<file path="src/rtl/core/dmx512_slot_window_receiver_unit_macros.svh">
// Assertion macros shared by the DMX512 slot-window receiver RTL.
`ifndef DMX512_SLOT_WINDOW_RECEIVER_UNIT_MACROS_SVH
`define DMX512_SLOT_WINDOW_RECEIVER_UNIT_MACROS_SVH
`ifndef NO_ASSERTIONS
`define DSW_ASSERT_SAME(label, clk, rst, ante, cons, msg) \
   label: assert property (@(posedge clk) disable iff (rst) (ante) |-> (cons)) \
      else $error(msg);
`define DSW_ASSERT_NEXT(label, clk, rst, ante, cons, msg) \
   label: assert property (@(posedge clk) disable iff (rst) (ante) |=> (cons)) \
      else $error(msg);
`else
`define DSW_ASSERT_SAME(label, clk, rst, ante, cons, msg)
`define DSW_ASSERT_NEXT(label, clk, rst, ante, cons, msg)
`endif
`endif

</file>
<file path="src/rtl/core/dmxswr_pkg.sv">
// Types and constants of the DMX512 slot-window receiver.
package dmxswr_pkg;

   localparam int SLOT_W = 10;
   localparam int BYTE_W = 8;
   localparam int IDX_W  = 3;
   localparam int MAX_READ_DEPTH = 2 ** IDX_W;

   localparam logic [SLOT_W-1:0] LAST_SLOT = 10'd512;

   localparam int CSR_DATA_W = 32;
   localparam int CSR_ADDR_W = 3;
   localparam logic [0:0] REG_START_ADDRESS = 1'b0;

   typedef enum logic [0:0] {
      OP_BYTE = 1'b0,
      OP_READ = 1'b1
   } op_type;

   typedef struct packed {
      logic [BYTE_W-1:0] read_value;
      logic              stored;
      logic [IDX_W-1:0]  stored_index;
      logic              start_code_seen;
      logic              window_complete_on_break;
   } rsp_type;

endpackage

</file>
<file path="src/rtl/core/dmx512_slot_window_receiver_unit.sv">
// DMX512 slot-window receiver: slot counting, window capture and channel readback.
//
// Usage: each req item is either a received UART byte with its first stop bit
// (operation byte) or a read of one captured channel (operation read). Every
// item gives exactly one rsp item. A byte with a clear stop bit is a break that
// restarts the frame and reports whether the frame had passed the window. A zero
// start code at slot 0 opens capture, and bytes whose slots fall in the window
// that starts at start_address are written into the channel store.
// rsp valid comes from the result register: an item passes one input register, then
// one pass of compare and counter logic into the result register. Throughput is one
// item per cycle while rsp_ready stays high, set by the single result register stage.
// When the receiver holds rsp_ready low, the result stays and the input register
// still takes one more item; after that req_ready falls until the rsp is taken.
// Reset clears the slot counter, the frame flag, start_address and the store.
// start_address is written over the APB-style port at byte address 0.
`include "dmx512_slot_window_receiver_unit_macros.svh"

module dmx512_slot_window_receiver_unit #(
   parameter int CHANNELS = 8
) (
   input  logic                                   clock,
   input  logic                                   reset,
   input  logic                                   req_valid,
   output logic                                   req_ready,
   input  logic                                   req_operation,
   input  logic [dmxswr_pkg::BYTE_W-1:0]          req_rx_byte,
   input  logic                                   req_stop_bit_ok,
   input  logic [dmxswr_pkg::IDX_W-1:0]           req_channel_index,
   output logic                                   rsp_valid,
   input  logic                                   rsp_ready,
   output logic [dmxswr_pkg::BYTE_W-1:0]          rsp_read_value,
   output logic                                   rsp_stored,
   output logic [dmxswr_pkg::IDX_W-1:0]           rsp_stored_index,
   output logic                                   rsp_start_code_seen,
   output logic                                   rsp_window_complete_on_break,
   input  logic                                   psel,
   input  logic                                   penable,
   input  logic                                   pwrite,
   input  logic [dmxswr_pkg::CSR_ADDR_W-1:0]      paddr,
   input  logic [dmxswr_pkg::CSR_DATA_W-1:0]      pwdata,
   output logic [dmxswr_pkg::CSR_DATA_W-1:0]      prdata,
   output logic                                   pready
);
   import dmxswr_pkg::*;

   localparam int STORE_DEPTH = (CHANNELS < MAX_READ_DEPTH) ? CHANNELS : MAX_READ_DEPTH;
   localparam int END_W = $clog2((2 ** SLOT_W) + CHANNELS);

   logic              in_valid_ff;
   logic              in_valid_in;
   logic              op_ff;
   logic [BYTE_W-1:0] byte_ff;
   logic              stop_ok_ff;
   logic [IDX_W-1:0]  ch_ff;

   logic [SLOT_W-1:0] slot_ff;
   logic [SLOT_W-1:0] slot_in;
   logic              frame_valid_ff;
   logic              frame_valid_in;
   logic [SLOT_W-1:0] start_ff;
   logic [SLOT_W-1:0] start_in;
   logic [BYTE_W-1:0] store_ff [STORE_DEPTH];

   logic              rsp_valid_ff;
   logic              rsp_valid_in;
   rsp_type           rsp_ff;
   rsp_type           rsp_in;

   logic              advance;
   logic              fire;
   logic              store_wr;
   logic [SLOT_W-1:0] slot_diff;
   logic [END_W-1:0]  win_end;
   logic              in_window;
   logic              csr_write;

   assign pready    = 1'b1;
   assign csr_write = psel && penable && pwrite && pready;
   assign prdata    = (paddr[CSR_ADDR_W-1] == REG_START_ADDRESS) ?
                      CSR_DATA_W'(start_ff) : '0;
   assign start_in  = (csr_write && paddr[CSR_ADDR_W-1] == REG_START_ADDRESS) ?
                      pwdata[SLOT_W-1:0] : start_ff;

   assign advance     = !rsp_valid_ff || rsp_ready;
   assign fire        = in_valid_ff && advance;
   assign req_ready   = !in_valid_ff || advance;
   assign in_valid_in = req_ready ? req_valid : in_valid_ff;
   assign rsp_valid_in = fire ? 1'b1 : (rsp_ready ? 1'b0 : rsp_valid_ff);

   assign slot_diff = slot_ff - start_ff;
   assign win_end   = END_W'(start_ff) + END_W'(CHANNELS);
   assign in_window = (slot_ff >= start_ff) && (END_W'(slot_ff) < win_end);

   always_comb begin
      rsp_in         = '0;
      slot_in        = slot_ff;
      frame_valid_in = frame_valid_ff;
      store_wr       = 1'b0;
      if (op_ff == OP_READ) begin
         for (int i = 0; i < STORE_DEPTH; i++) begin
            if (ch_ff == IDX_W'(i)) begin
               rsp_in.read_value = store_ff[i];
            end
         end
      end else if (stop_ok_ff) begin
         if (slot_ff == '0 && byte_ff == '0) begin
            frame_valid_in         = 1'b1;
            rsp_in.start_code_seen = 1'b1;
         end else if (frame_valid_ff && in_window) begin
            store_wr            = 1'b1;
            rsp_in.stored       = 1'b1;
            rsp_in.stored_index = slot_diff[IDX_W-1:0];
         end
         if (slot_ff == LAST_SLOT) begin
            slot_in        = '0;
            frame_valid_in = 1'b0;
         end else begin
            slot_in = slot_ff + SLOT_W'(1);
         end
      end else begin
         rsp_in.window_complete_on_break = (END_W'(slot_ff) >= win_end);
         slot_in        = '0;
         frame_valid_in = 1'b0;
      end
   end

   always_ff @(posedge clock) begin
      if (req_ready) begin
         op_ff      <= req_operation;
         byte_ff    <= req_rx_byte;
         stop_ok_ff <= req_stop_bit_ok;
         ch_ff      <= req_channel_index;
      end
      if (fire) begin
         rsp_ff <= rsp_in;
      end
   end

   always_ff @(posedge clock) begin
      if (reset) begin
         in_valid_ff    <= 1'b0;
         rsp_valid_ff   <= 1'b0;
         slot_ff        <= '0;
         frame_valid_ff <= 1'b0;
         start_ff       <= '0;
      end else begin
         in_valid_ff  <= in_valid_in;
         rsp_valid_ff <= rsp_valid_in;
         start_ff     <= start_in;
         if (fire) begin
            slot_ff        <= slot_in;
            frame_valid_ff <= frame_valid_in;
         end
      end
   end

   for (genvar g = 0; g < STORE_DEPTH; g++) begin : g_store
      always_ff @(posedge clock) begin
         if (reset) begin
            store_ff[g] <= '0;
         end else if (fire && store_wr && slot_diff == SLOT_W'(g)) begin
            store_ff[g] <= byte_ff;
         end
      end
   end

   assign rsp_valid                    = rsp_valid_ff;
   assign rsp_read_value               = rsp_ff.read_value;
   assign rsp_stored                   = rsp_ff.stored;
   assign rsp_stored_index             = rsp_ff.stored_index;
   assign rsp_start_code_seen          = rsp_ff.start_code_seen;
   assign rsp_window_complete_on_break = rsp_ff.window_complete_on_break;

   `DSW_ASSERT_SAME(a_slot_range, clock, reset, 1'b1, slot_ff <= LAST_SLOT,
      "slot counter beyond last slot")
   `DSW_ASSERT_SAME(a_flags_exclusive, clock, reset, rsp_valid_ff,
      !(rsp_ff.stored && rsp_ff.start_code_seen) &&
      !(rsp_ff.stored && rsp_ff.window_complete_on_break),
      "conflicting result flags")
   `DSW_ASSERT_NEXT(a_break_clears, clock, reset, fire && op_ff == OP_BYTE && !stop_ok_ff,
      slot_ff == '0 && !frame_valid_ff, "break did not restart the frame")

endmodule
</file>
<file path="config.mk">
export PLATFORM = sky130hd
export DESIGN_NAME = dmx512_slot_window_receiver_unit
export DESIGN_NICKNAME = d
export VERILOG_FILES = /design/src/rtl/core/dmxswr_pkg.sv /design/src/rtl/core/dmx512_slot_window_receiver_unit.sv
export VERILOG_INCLUDE_DIRS = /design/src /design/src/rtl/core
export SDC_FILE = /design/constraint.sdc
export NUM_CORES = 1
export LEC_CHECK = 0
export ABC_AREA = 1
export BUFFER_PORTS_ARGS = -buffer_cell sky130_fd_sc_hd__buf_4
export CORE_MARGIN = 8
export CORE_UTILIZATION = 51
export DETAILED_ROUTE_END_ITERATION = 7
export GPL_TIMING_DRIVEN = 0
export PLACE_DENSITY = 0.77
export SLEW_MARGIN = 20
export SYNTH_ARGS = -nofsm -noshare
export SYNTH_HDL_FRONTEND = slang
export SYNTH_SLANG_ARGS = --single-unit
</file>
<file path="constraint.sdc">
create_clock -name clock -period 2.7 [get_ports clock]
set_input_delay 0.54 -clock clock [delete_from_list [all_inputs] [get_ports clock]]
set_output_delay 0.54 -clock clock [all_outputs]
set_load 0.02 [all_outputs]
</file>
==> results of run 1 <==
## cells in the final DEF, fill, tap and decap left out, types with 6 or more instances in the layout
master and instances:
nand4_1 15, buf_4 85, clkbuf_16 18, nor2_1 108, nand3_4 8, inv_1 81
clkbuf_1 8, edfxtp_1 91, nand2_1 123, nor2_4 13, nand2_4 10, dfxtp_1 19
a21oi_1 38, nand2_2 8, nor3_1 7, clkinv_1 6, conb_1 23, ha_1 19
nand3_1 41, o21ai_0 21
## through the flow
step	hold slack (ns)	worst slack, ns	utilization, %	area, um2	std cells
6_report	0.303	0.0119	66.9	7670	948
2_1_floorplan	0.426	0.0713	-	6080	707
4_1_cts	0.301	0.00720	64.3	7370	941
3_3_place_gp	0.441	-0.595	58.3	6680	906
3_5_place_dp	0.452	-0.295	58.4	6700	907
5_1_grt	0.293	-0.0745	66.9	7670	948
## cells by family after synthesis
family	synth area share, %
other	0.125
buffers and inverters	9.17
AO/OA/AOI/OAI	6.00
XOR/XNOR	1.17
AND/OR/NAND/NOR	25.9
adder cells (fa/ha/maj)	4.50
flip-flops	53.2
## per-layer routing
layer,global-route usage (%),part of all wire [%],routed length (um),vias to the layer above
met4,5.46,1.6,245,0
li1,-,-,-,2435
met5,0,0,0,-
met2,30.1,49,7500,236
met1,23.5,42,6530,2347
met3,4.81,7.1,1100,36
## cell type report
| cell class | instances | area (um2) | share of cell area (%) |
|---|---|---|---|
| Buffer | 33 | 224 | 2.92 |
| Clock inverter | 14 | 139 | 1.81 |
| Inverter | 87 | 329 | 4.29 |
| Multi-Input combinational cell | 473 | 2650 | 34.5 |
| Clock buffer | 18 | 429 | 5.59 |
| Tap cell | 143 | 179 | 2.33 |
| Sequential cell | 114 | 3210 | 41.8 |
| Timing Repair Buffer | 66 | 524 | 6.83 |
## timing repair
item                                    4_1_cts  5_1_grt
endpoints found under the setup margin       67      128
hold buffers                                  0        0
cloned                                        0        1
pin swaps                                     1       16
endpoints found under the hold margin         0        0
buffers inserted                              2        6
resized for setup                            24       60
## sequential cells by signal, summed over array words and instances, names as in the netlist
| name | flops |
|---|---|
| stop_ok_ff | 1 |
| frame_valid_ff | 1 |
| ch_ff | 3 |
| rsp_read_value | 8 |
| op_ff | 1 |
| rsp_valid | 1 |
| store_ff | 64 |
| rsp_stored | 1 |
| slot_ff | 10 |
| rsp_stored_index | 3 |
| rsp_start_code_seen | 1 |
| byte_ff | 8 |
| in_valid_ff | 1 |
| rsp_window_complete_on_break | 1 |
| start_ff | 10 |
## worst min-delay path by stage
stage | startpoint | endpoint | cells past startpoint
2_1_floorplan | frame_valid_ff$_SDFFE_PP0P_ | frame_valid_ff$_SDFFE_PP0P_ | 2
3_3_place_gp | frame_valid_ff$_SDFFE_PP0P_ | frame_valid_ff$_SDFFE_PP0P_ | 2
3_5_place_dp | frame_valid_ff$_SDFFE_PP0P_ | frame_valid_ff$_SDFFE_PP0P_ | 2
4_1_cts | reset | rsp_valid$_SDFFE_PP0P_ | 2
5_1_grt | req_rx_byte[3] | byte_ff[3]$_DFFE_PP_ | 1
6_report | reset | rsp_valid$_SDFFE_PP0P_ | 2
## critical path, stage by stage (launching register included)
cell       delay [ns]
dfxtp_4          0.38
ha_4             0.15
nand2_4          0.05
nor2_4           0.13
nand3_2          0.08
xor2_1           0.15
ha_1             0.35
nand3_1          0.11
nand2_1          0.06
inv_2            0.05
nand2_2          0.05
nor2_4           0.15
nand2_4          0.10
nor2_8           0.15
clkbuf_16        0.19
nand2_2          0.08
nand2_4          0.13
## where the power goes
part | internal (mW) | switching [mW] | leakage, nW
clock | 1.35 | 0.810 | 0.269
combinational | 0.174 | 0.357 | 2.02
sequential | 1.96 | 0.0304 | 1.12
total | 3.48 | 1.20 | 3.41
==> flow_summary.ini, run 1 <==
[floorplanning]
die_h_um = 125
die_area_mm2 = 0.0155
rows = 39
die_w_um = 125
coreArea_mm2 = 0.0115
start_util_pct = 52.4
io_pins = 104

[critical_path]
crit_fanout = 8
cp_data_arrival_time_ns = 2.79
r2r_cells = 16
regToRegEndpoint = store_ff[0][7]$_SDFFCE_PN0P_
worstSetupStartpointType = register
startpoint = start_ff[3]$_SDFFE_PP0P_
rr_startpoint = start_ff[3]$_SDFFE_PP0P_
crit_path_end = store_ff[0][7]$_SDFFCE_PN0P_
reg2reg_slack_ns = 0.01
critPathKind = register to register
crit_path_end_kind = register
required_ns = 2.80

[pwr]
total_leakage_power_nw = 3.41
power.density_mw_per_mm2 = 609
ir_worst_vdd_v = 0.000509
p_total_mw = 4.68

[cells_and_area]
nets = 868
n_fill_cell = 846
syn_to_final_growth_pct = 27.8
layout-drive-gt1-share_pct = 22.7
diodes = 0

[synthesis]
synth_area_mm2 = 0.00601
synth-async-reset-ratio_pct = 0
synth_common_cells = nand2_1 (141), nor2_1 (120), edfxtp_1 (91), inv_1 (83), nand3_1 (44)
yosysSeqAreaShare_pct = 53.2
synth_area_leader_cell = edfxtp_1
syn_area_per_cell_um2 = 8.75
ys_ff_latch = 114
ys_warn_count = 0
ys_top_cells_by_area = edfxtp_1 (46%), nand2_1 (8.8%), dfxtp_1 (7.7%)
synthDistinctLibCells = 36
synthCells = 686
synth_top_area_share_pct = 45.5
synth-edff-count = 91
yosysMostFrequentCell = nand2_1
ys.flop_type = edfxtp_1

[timing]
skew_ns = 0.00756
drv_slew = 0
min_period_ns = 2.69
grt_setup_unrepaired = true
relSlewSlack_pct = 16.2
timing.fmax_mhz = 372
setup_viol = 0
worstMarginPinSlew_ns = 1.26
hold_viol = 0
fin_crit_sh_pct = 99.6
setup_tns_ns = 0

[routing]
viasPerCell = 5.33
dr.pass1.iters = 5
ant_nets = 0
drt_wl_total_um = 15400
wl_per_cell_um = 16.2
post-route-drc-count = 0
vias = 5054
dr.first_iter.drc_count = 428

[clock_network]
cts-root-buf = clkbuf_16
cts_tree = built
htree_levels = 4
cts_buffers = 17
clkSlewWorstSetupHoldPaths_ns = 0.06
cts_buffer_depth = 2
worstSkewPairLatency_ns = 0.41
cts_sinks = 114

[place]
hpwl_um = 10400
routabilityCongestion = 0.913
numPortBuffers = 56

[job]
drv_cap = 0

[min_path]
hold_class = input port to register

[grt]
grt_max_degree = 17
antenna_found_initial = 0
gr-total-overflow = 0
track_usage_pct = 18.4
grt_pass1_vias = 4863
grt_pass1_wl_um = 23500

[run_status]
status = finished clean
No activity file was read; power rests on OpenSTA's default activity.
==> run 2: changes to the inputs <==
--- a/config.mk
+++ b/config.mk
@@ -13,6 +13,7 @@
 export DETAILED_ROUTE_END_ITERATION = 7
 export GPL_TIMING_DRIVEN = 0
 export PLACE_DENSITY = 0.77
+export RECOVER_POWER = 50
 export SLEW_MARGIN = 20
 export SYNTH_ARGS = -nofsm -noshare
 export SYNTH_HDL_FRONTEND = slang
==> run 2 against run 1 <==
Effect of this change: clock skew is 0.00060 ns lower; via count is 0.32% higher; critical path depth stayed put; hold slack better by 0.0019 ns; critical path type unchanged; largest power group unchanged; final cell count stayed put; fmax is 0.10% lower; clock power hardly changed; first-iteration DRC count is 1.2% higher; routed wire length is 0.12% higher; die area stayed put; non-clock buffer count stayed put; sequential share of layout area hardly changed.
==> flow_summary.ini, run 2 (synthesis gave the netlist of run 1 again) <==
[run_status]
status = finished clean

[routing]
post-route-drc-count = 0
dr.pass1.iters = 5
wl_met1_um = 6680
drt_wl_total_um = 15400
viasPerCell = 5.35
wl_met2_um = 7460
wl_per_cell_um = 16.2
vias = 5070
wl_met3_um = 971
ant_nets = 0
dr.first_iter.drc_count = 433
top_layer = met4

[place]
hpwl_um = 10400
dpl_cell_area_mm2 = 0.00670
place_ws_ns = -0.295
numPortBuffers = 56
routabilityCongestion = 0.913

[critical_path]
required_ns = 2.80
critPathKind = register to register
worstSetupStartpointType = register
crit_fanout = 8
cp_data_arrival_time_ns = 2.79
crit_path_end_kind = register

[timing]
min_period_ns = 2.69
grt_setup_unrepaired = true
layout_setup_ws_ns = 0.00913
setup_viol = 0
skew_ns = 0.00696
drv_slew = 0
relSlewSlack_pct = 15.3
hold_viol = 0
timing.fmax_mhz = 372
worstMarginPinSlew_ns = 1.27
fin_crit_sh_pct = 99.7

[job]
drv_cap = 0

[clock_network]
clkSlewWorstSetupHoldPaths_ns = 0.05
cts_sinks = 114
worstSkewPairLatency_ns = 0.41
cts_buffers = 17
htree_levels = 4
cts_hold_buf = 0
cts_buffer_depth = 2
cts-root-buf = clkbuf_16
cts_tree = built

[pwr]
internal-power_mw = 3.48
power_frac_seq_pct = 42.5
ir_worst_vdd_v = 0.000507
clkPwrFrac_pct = 46.2
p_sw_mw = 1.20
power.density_mw_per_mm2 = 610
switching_share_pct = 25.6
total_leakage_power_nw = 3.40
combPwrFrac_pct = 11.3

[grt]
gr-total-overflow = 0
grt_pass1_wl_um = 23500
grt_max_degree = 17
track_usage_pct = 18.4
grt_pass1_vias = 4863
antenna_found_initial = 0

[cells_and_area]
layout_commonest_cell = nand2_1
syn_to_final_growth_pct = 27.7
layout-drive-gt1-share_pct = 22.5
top_register = store_ff
n_fill_cell = 850
layout_common_cells = nand2_1 (123), nor2_1 (108), edfxtp_1 (91)
top_regs = store_ff x64, slot_ff x10, start_ff x10
nets = 868
diodes = 0
largest_register_ffs = 64
postLayoutCellArea_mm2 = 0.00767

[floorplanning]
die_w_um = 125
die_h_um = 125
die_area_mm2 = 0.0155
rows = 39
io_pins = 104
start_util_pct = 52.4
coreArea_mm2 = 0.0115

[min_path]
hold_class = input port to register
[run 2: metal layers]
metal  track usage, %  up-vias
li1                 -     2436
met1             23.5     2373
met2             30.1      226
met3             4.81       35
met4             5.46        0
met5                0        -
[run 2: path summary, 6_finish.rpt]
| check | start | endpoint | slack [ns] | cells after the start |
|---|---|---|---|---|
| min | reset | rsp_valid$_SDFFE_PP0P_ | 0.30 | 2 |
| min reg2reg | in_valid_ff$_SDFFE_PP0P_ | rsp_valid$_SDFFE_PP0P_ | 0.47 | 2 |
| max | start_ff[3]$_SDFFE_PP0P_ | store_ff[0][7]$_SDFFCE_PN0P_ | 0.009 | 16 |
| max reg2reg | start_ff[3]$_SDFFE_PP0P_ | store_ff[0][7]$_SDFFCE_PN0P_ | 0.009 | 16 |
[run 2: what timing repair did]
action | 4_1_cts | 5_1_grt
pin swaps | 1 | 16
endpoints found under the setup margin | 67 | 128
setup buffers | 2 | 6
gates resized for setup | 24 | 60
gates cloned | 0 | 1
[run 2: layout make-up]
class                   instances  area, um2  share of cell area (%)
repair buffers                 66        520                    6.79
multi-input cells             473       2640                    34.4
flip-flops and latches        114       3210                    41.8
clock buffers                  18        429                    5.60
well taps                     143        179                    2.33
clock inverters                14        139                    1.81
plain buffers                  33        224                    2.92
inverters                      87        329                    4.29
[run 2: power by group through the flow]
stage / Sequential, mW / Combinational (mW) / Clock [mW]
3_5_place_dp: 2.02 / 0.460 / 0
2_1_floorplan: 2.03 / 0.308 / 0
3_3_place_gp: 2.02 / 0.445 / 0
4_1_cts: 1.99 / 0.481 / 2.15
5_1_grt: 1.99 / 0.580 / 2.24
6_report: 1.99 / 0.530 / 2.16
[run 2: stage by stage]
stage                     utilization, %  TNS, ns  std cells  total power, mW  hold WS [ns]
after global routing                66.9    -3.01        948             4.81         0.308
after detailed placement            58.4   -15.88        907             2.48         0.452
after floorplan                        -        0        707             2.33         0.426
after CTS                           64.3        0        941             4.62         0.301
after global placement              58.3   -55.61        906             2.46         0.441
final                               66.9        0        948             4.68         0.305
[run 2: critical path, stage by stage, from the launching register on]
cell and delay (ns):
dfxtp_4 0.38, ha_4 0.15, nand2_4 0.05, nor2_4 0.13
nand3_2 0.08, xor2_1 0.15, ha_1 0.35, nand3_1 0.11
nand2_1 0.06, inv_2 0.05, nand2_2 0.05, nor2_4 0.15
nand2_4 0.10, nor2_8 0.15, clkbuf_16 0.18, nand2_2 0.08
nand2_4 0.13
